==> config.mk <==
export PLATFORM = sky130hd
export DESIGN_NAME = carv_mac
export DESIGN_NICKNAME = d
export VERILOG_FILES = /design/src/rtl/core/carv_pkg.sv /design/src/rtl/core/carv_mac.sv
export SDC_FILE = /design/constraint.sdc
export NUM_CORES = 1
export LEC_CHECK = 0
export BUFFER_PORTS_ARGS = -buffer_cell sky130_fd_sc_hd__buf_2
export CORE_ASPECT_RATIO = 2
export CORE_MARGIN = 3
export CORE_UTILIZATION = 63
export DETAILED_ROUTE_END_ITERATION = 16
export GPL_ROUTABILITY_DRIVEN = 0
export PLACE_DENSITY = 0.82
export SLEW_MARGIN = 25
export SYNTH_ARGS = -nofsm -noshare
export SYNTH_HDL_FRONTEND = slang
export SYNTH_SLANG_ARGS = --single-unit
==> constraint.sdc <==
create_clock -name clock -period 11.7 [get_ports clock]
set_input_delay 1.755 -clock clock [delete_from_list [all_inputs] [get_ports clock]]
set_output_delay 1.755 -clock clock [all_outputs]
set_load 0.01 [all_outputs]
==> src/rtl/core/carv_pkg.sv <==
`timescale 1ns / 1ps
// ----------------------------------------------------------------------------
// carv_pkg
// Shared types, constants and saturation helpers of the comb/allpass reverb.
// ----------------------------------------------------------------------------
package carv_pkg;

   // transaction payload widths
   localparam int IN_W      = 16;
   localparam int OUT_W     = 12;
   localparam int CFG_W     = 12;
   localparam int CSR_IDX_W = 3;

   // default structure
   localparam int NUM_COMBS_DEF   = 4;
   localparam int NUM_ALLPASS_DEF = 2;
   localparam int MAX_DELAY_DEF   = 2048;

   // register map
   localparam int NUM_CFG     = 6;
   localparam int CFG_AP_BASE = 4;
   localparam logic [CFG_W-1:0] CFG_RESET [NUM_CFG] = '{
      12'd1116, 12'd1188, 12'd1277, 12'd1356, 12'd556, 12'd441
   };

   // datapath widths
   localparam int SMP_W     = 14;
   localparam int MIX_W     = 20;
   localparam int COEF_W    = 15;
   localparam int MAC_W     = 31;
   localparam int MAC_SHIFT = 15;

   // Q15 coefficients
   localparam logic [COEF_W-1:0] DAMP_NEW = 15'd26214;
   localparam logic [COEF_W-1:0] DAMP_OLD = 15'd6554;
   localparam logic [COEF_W-1:0] FEEDBACK = 15'd27525;

   // coefficient select codes
   localparam logic [1:0] COEF_DAMP_NEW = 2'd0;
   localparam logic [1:0] COEF_DAMP_OLD = 2'd1;
   localparam logic [1:0] COEF_FEEDBACK = 2'd2;

   localparam logic signed [MIX_W-1:0] SMP_MAX = MIX_W'(8191);
   localparam logic signed [MIX_W-1:0] SMP_MIN = MIX_W'(-8192);
   localparam logic signed [MIX_W-1:0] OUT_MAX = MIX_W'(2047);
   localparam logic signed [MIX_W-1:0] OUT_MIN = MIX_W'(-2048);

   typedef struct packed {
      logic       en;
      logic       clr;
      logic [1:0] coef_sel;
   } mac_ctl_type;

   function automatic logic [SMP_W-1:0] sat_smp(input logic signed [MIX_W-1:0] v);
      logic [SMP_W-1:0] r;
      if (v > SMP_MAX) begin
         r = SMP_MAX[SMP_W-1:0];
      end else if (v < SMP_MIN) begin
         r = SMP_MIN[SMP_W-1:0];
      end else begin
         r = v[SMP_W-1:0];
      end
      return r;
   endfunction

   function automatic logic [OUT_W-1:0] sat_out(input logic signed [MIX_W-1:0] v);
      logic [OUT_W-1:0] r;
      if (v > OUT_MAX) begin
         r = OUT_MAX[OUT_W-1:0];
      end else if (v < OUT_MIN) begin
         r = OUT_MIN[OUT_W-1:0];
      end else begin
         r = v[OUT_W-1:0];
      end
      return r;
   endfunction

endpackage

==> src/rtl/core/carv_mac.sv <==
`timescale 1ns / 1ps
// ----------------------------------------------------------------------------
// carv_mac
// Shared multiply-accumulate unit for damping and feedback products.
// ----------------------------------------------------------------------------
module carv_mac (
   input  logic                                clock,
   input  carv_pkg::mac_ctl_type               ctl,
   input  logic signed [carv_pkg::SMP_W-1:0]   op_a,
   output logic signed [carv_pkg::MAC_W-1:0]   acc
);
   import carv_pkg::*;

   logic [COEF_W-1:0]        coef;
   logic signed [COEF_W:0]   coef_s;
   logic signed [MAC_W-1:0]  prod;
   logic signed [MAC_W-1:0]  acc_ff;
   logic signed [MAC_W-1:0]  acc_in;

   always_comb begin
      unique case (ctl.coef_sel)
         COEF_DAMP_NEW: coef = DAMP_NEW;
         COEF_DAMP_OLD: coef = DAMP_OLD;
         COEF_FEEDBACK: coef = FEEDBACK;
         default:       coef = '0;
      endcase
   end

   assign coef_s = $signed({1'b0, coef});
   assign prod   = op_a * coef_s;
   assign acc_in = (ctl.clr ? '0 : acc_ff) + prod;

   always_ff @(posedge clock) begin
      if (ctl.en) begin
         acc_ff <= acc_in;
      end
   end

   assign acc = acc_ff;

endmodule

==> metrics.csv <==
metric,value,unit
grt_first_pass_wirelength,38700,um
std_cell_rows,63,
grt_max_degree,32,
critPathMaxStageDelay,0.69,ns
dieArea,17000,um^2
min_period,10.40,ns
ys_ff_latch,31,
synthAdderAreaFrac,50.1,%
ys.flop_type,edfxtp_1,
synth_xor_xnor_area_share,4.69,%
ys_types,58,
worstPathMaxFanout,15,
synth_compound_area_share,12.3,%
crit_path_end_kind,flop,
synth_top_family_by_area,adder cells,
yosysMostFrequentCell,inv_1,
cp.arrival,10.42,ns
drive_above_1_share,6.88,%
initial_core_util,64.8,%
ys_seq_area_share,9.60,%
syn_area,9700,um^2
place_hpwl,20100,um
worstHoldPathType,reg -> reg,
cts_tree,built,
clock_skew,0.00475,ns
start_kind,input port,
grt_overflow,0,
clk_latency,0.29,ns
required,11.72,ns
synthSimpleGateAreaFrac,13.1,%
tightest_slew,0.892,ns
place_area,10100,um^2
max_freq,96.2,MHz
netlist_top_cells_area,"fa_1 (31%), ha_1 (19%), edfxtp_1 (9.6%)",
synth_top_cell_area_share,31.4,%
drc,0,
clkTransAtPathRegs,0.05,ns
die_w,93.7,um
slowest_stage,nor2_1,
fin_nets,1420,
syn-mean-instance-area,9.13,um^2
cts_root_buffer,clkbuf_16,
vias,7382,
ctsResizeCount,0,
slew_violations,0,
synthCells,1063,
postSynthNetCount,1379,
fp.coreArea,15000,um^2
status,completed,
cts_sinks,31,
finalCritPeriodShare,88.9,%
rsz0062_at_grt,false,
cap_violations,0,
relSlewSlack,40.3,%
cts_buffers,5,
path_class,in -> reg,
ctsHtreeMaxLevel,2,
setup-tns-final,0,ns
postCtsSetupBuffers,0,
fin_area,10300,um^2
grt_pass1_vias,8112,
synth-async-reset-ratio,0,%
ys.warnings.count,0,
wire_per_inst,17.5,um
largest_reg_flops,31,
postCtsHoldBufs,0,
via_per_inst,5.68,
grt_use_total,29.0,%
numPortBuffers,49,
area_growth,5.78,%
die_h,181,um
drt-total-wl,22800,um
diodes,0,
dr.first_iter.drc_count,271,
clock_path_buffers,2,
pin_count,50,
antenna_found_initial,0,
crit_path_frequent_cell,fa_1,
dr.pass1.iters,5,
finalSetupViolCount,0,
synth_commonest_cells,"inv_1 (244), fa_1 (152), ha_1 (145), nand2_1 (67), a21oi_1 (48)",
synth_edf_count,31,
ant_nets,0,
finalHoldViolations,0,
yosysTopAreaCell,fa_1,
synth.area.mux_share,0,%
metal layers:
metal,GRT usage (%),vias up,share of wire [%]
met3,1.78,95,3.0
met1,31.7,3551,35
met2,54.2,240,56
met5,0,-,0
li1,-,3496,-
met4,15.9,0,6.0
metrics by stage:
| stage | hold slack (ns) | instances | setup slack, ns | util (%) |
|---|---|---|---|---|
| 4_1_cts | 0.702 | 1299 | 1.37 | 68.5 |
| 3_5_place_dp | 0.685 | 1292 | 1.12 | 67.6 |
| 5_1_grt | 0.747 | 1299 | 0.799 | 68.5 |
| 6_report | 0.699 | 1299 | 1.30 | 68.5 |
| 3_3_place_gp | 0.674 | 1292 | 1.36 | 67.6 |
| 2_1_floorplan | 0.729 | 1063 | 2.30 | - |
cell usage in the layout, fill, tap and decap left out, types with 36 or more instances in the layout:
| cell type | Yosys | final |
|---|---|---|
| a21oi_1 | 48 | 48 |
| ha_1 | 145 | 145 |
| buf_2 | 5 | 49 |
| and2_1 | 40 | 40 |
| nor2_1 | 42 | 42 |
| fa_1 | 152 | 152 |
| nor2b_1 | 42 | 42 |
| inv_1 | 244 | 244 |
| nand2_1 | 67 | 67 |
| xnor2_1 | 36 | 36 |
worst max-delay path, delay by kind of cell:
family	cells	cell delay (ns)
buf+inv	5	0.51
xor+xnor	2	0.22
fa+ha+maj	9	4.23
simple gates	9	2.25
compound gates	7	1.46
logic make-up after synthesis:
kind of cell	Yosys count
buffers and inverters	260
DFF	31
adders and majority gates	297
xor gates and xnor gates	52
AOI/OAI and AO/OA	175
and+or+nand+nor	247
other	1
final timing paths:
check               from      end  slack [ns]  depth (start not counted)
hold reg to reg   acc[0]   acc[0]        0.70                          2
setup / recovery  ctl[0]  acc[30]        1.30                         32
setup reg to reg  acc[0]  acc[28]        8.24                         11
hold / removal    acc[0]   acc[0]        0.70                          2
cell type report:
class                           count  area [um^2]
Multi-Input combinational cell    772         7790
Fill cell                        1202         4720
Sequential cell                    31          931
Clock inverter                      2         8.76
Clock buffer                        5          125
Timing Repair Buffer               49          245
Tap cell                          195          244
Inverter                          245          920
Power is not shown: default switching activity piles up to over one toggle a cycle in this logic, so the estimate is an artifact.
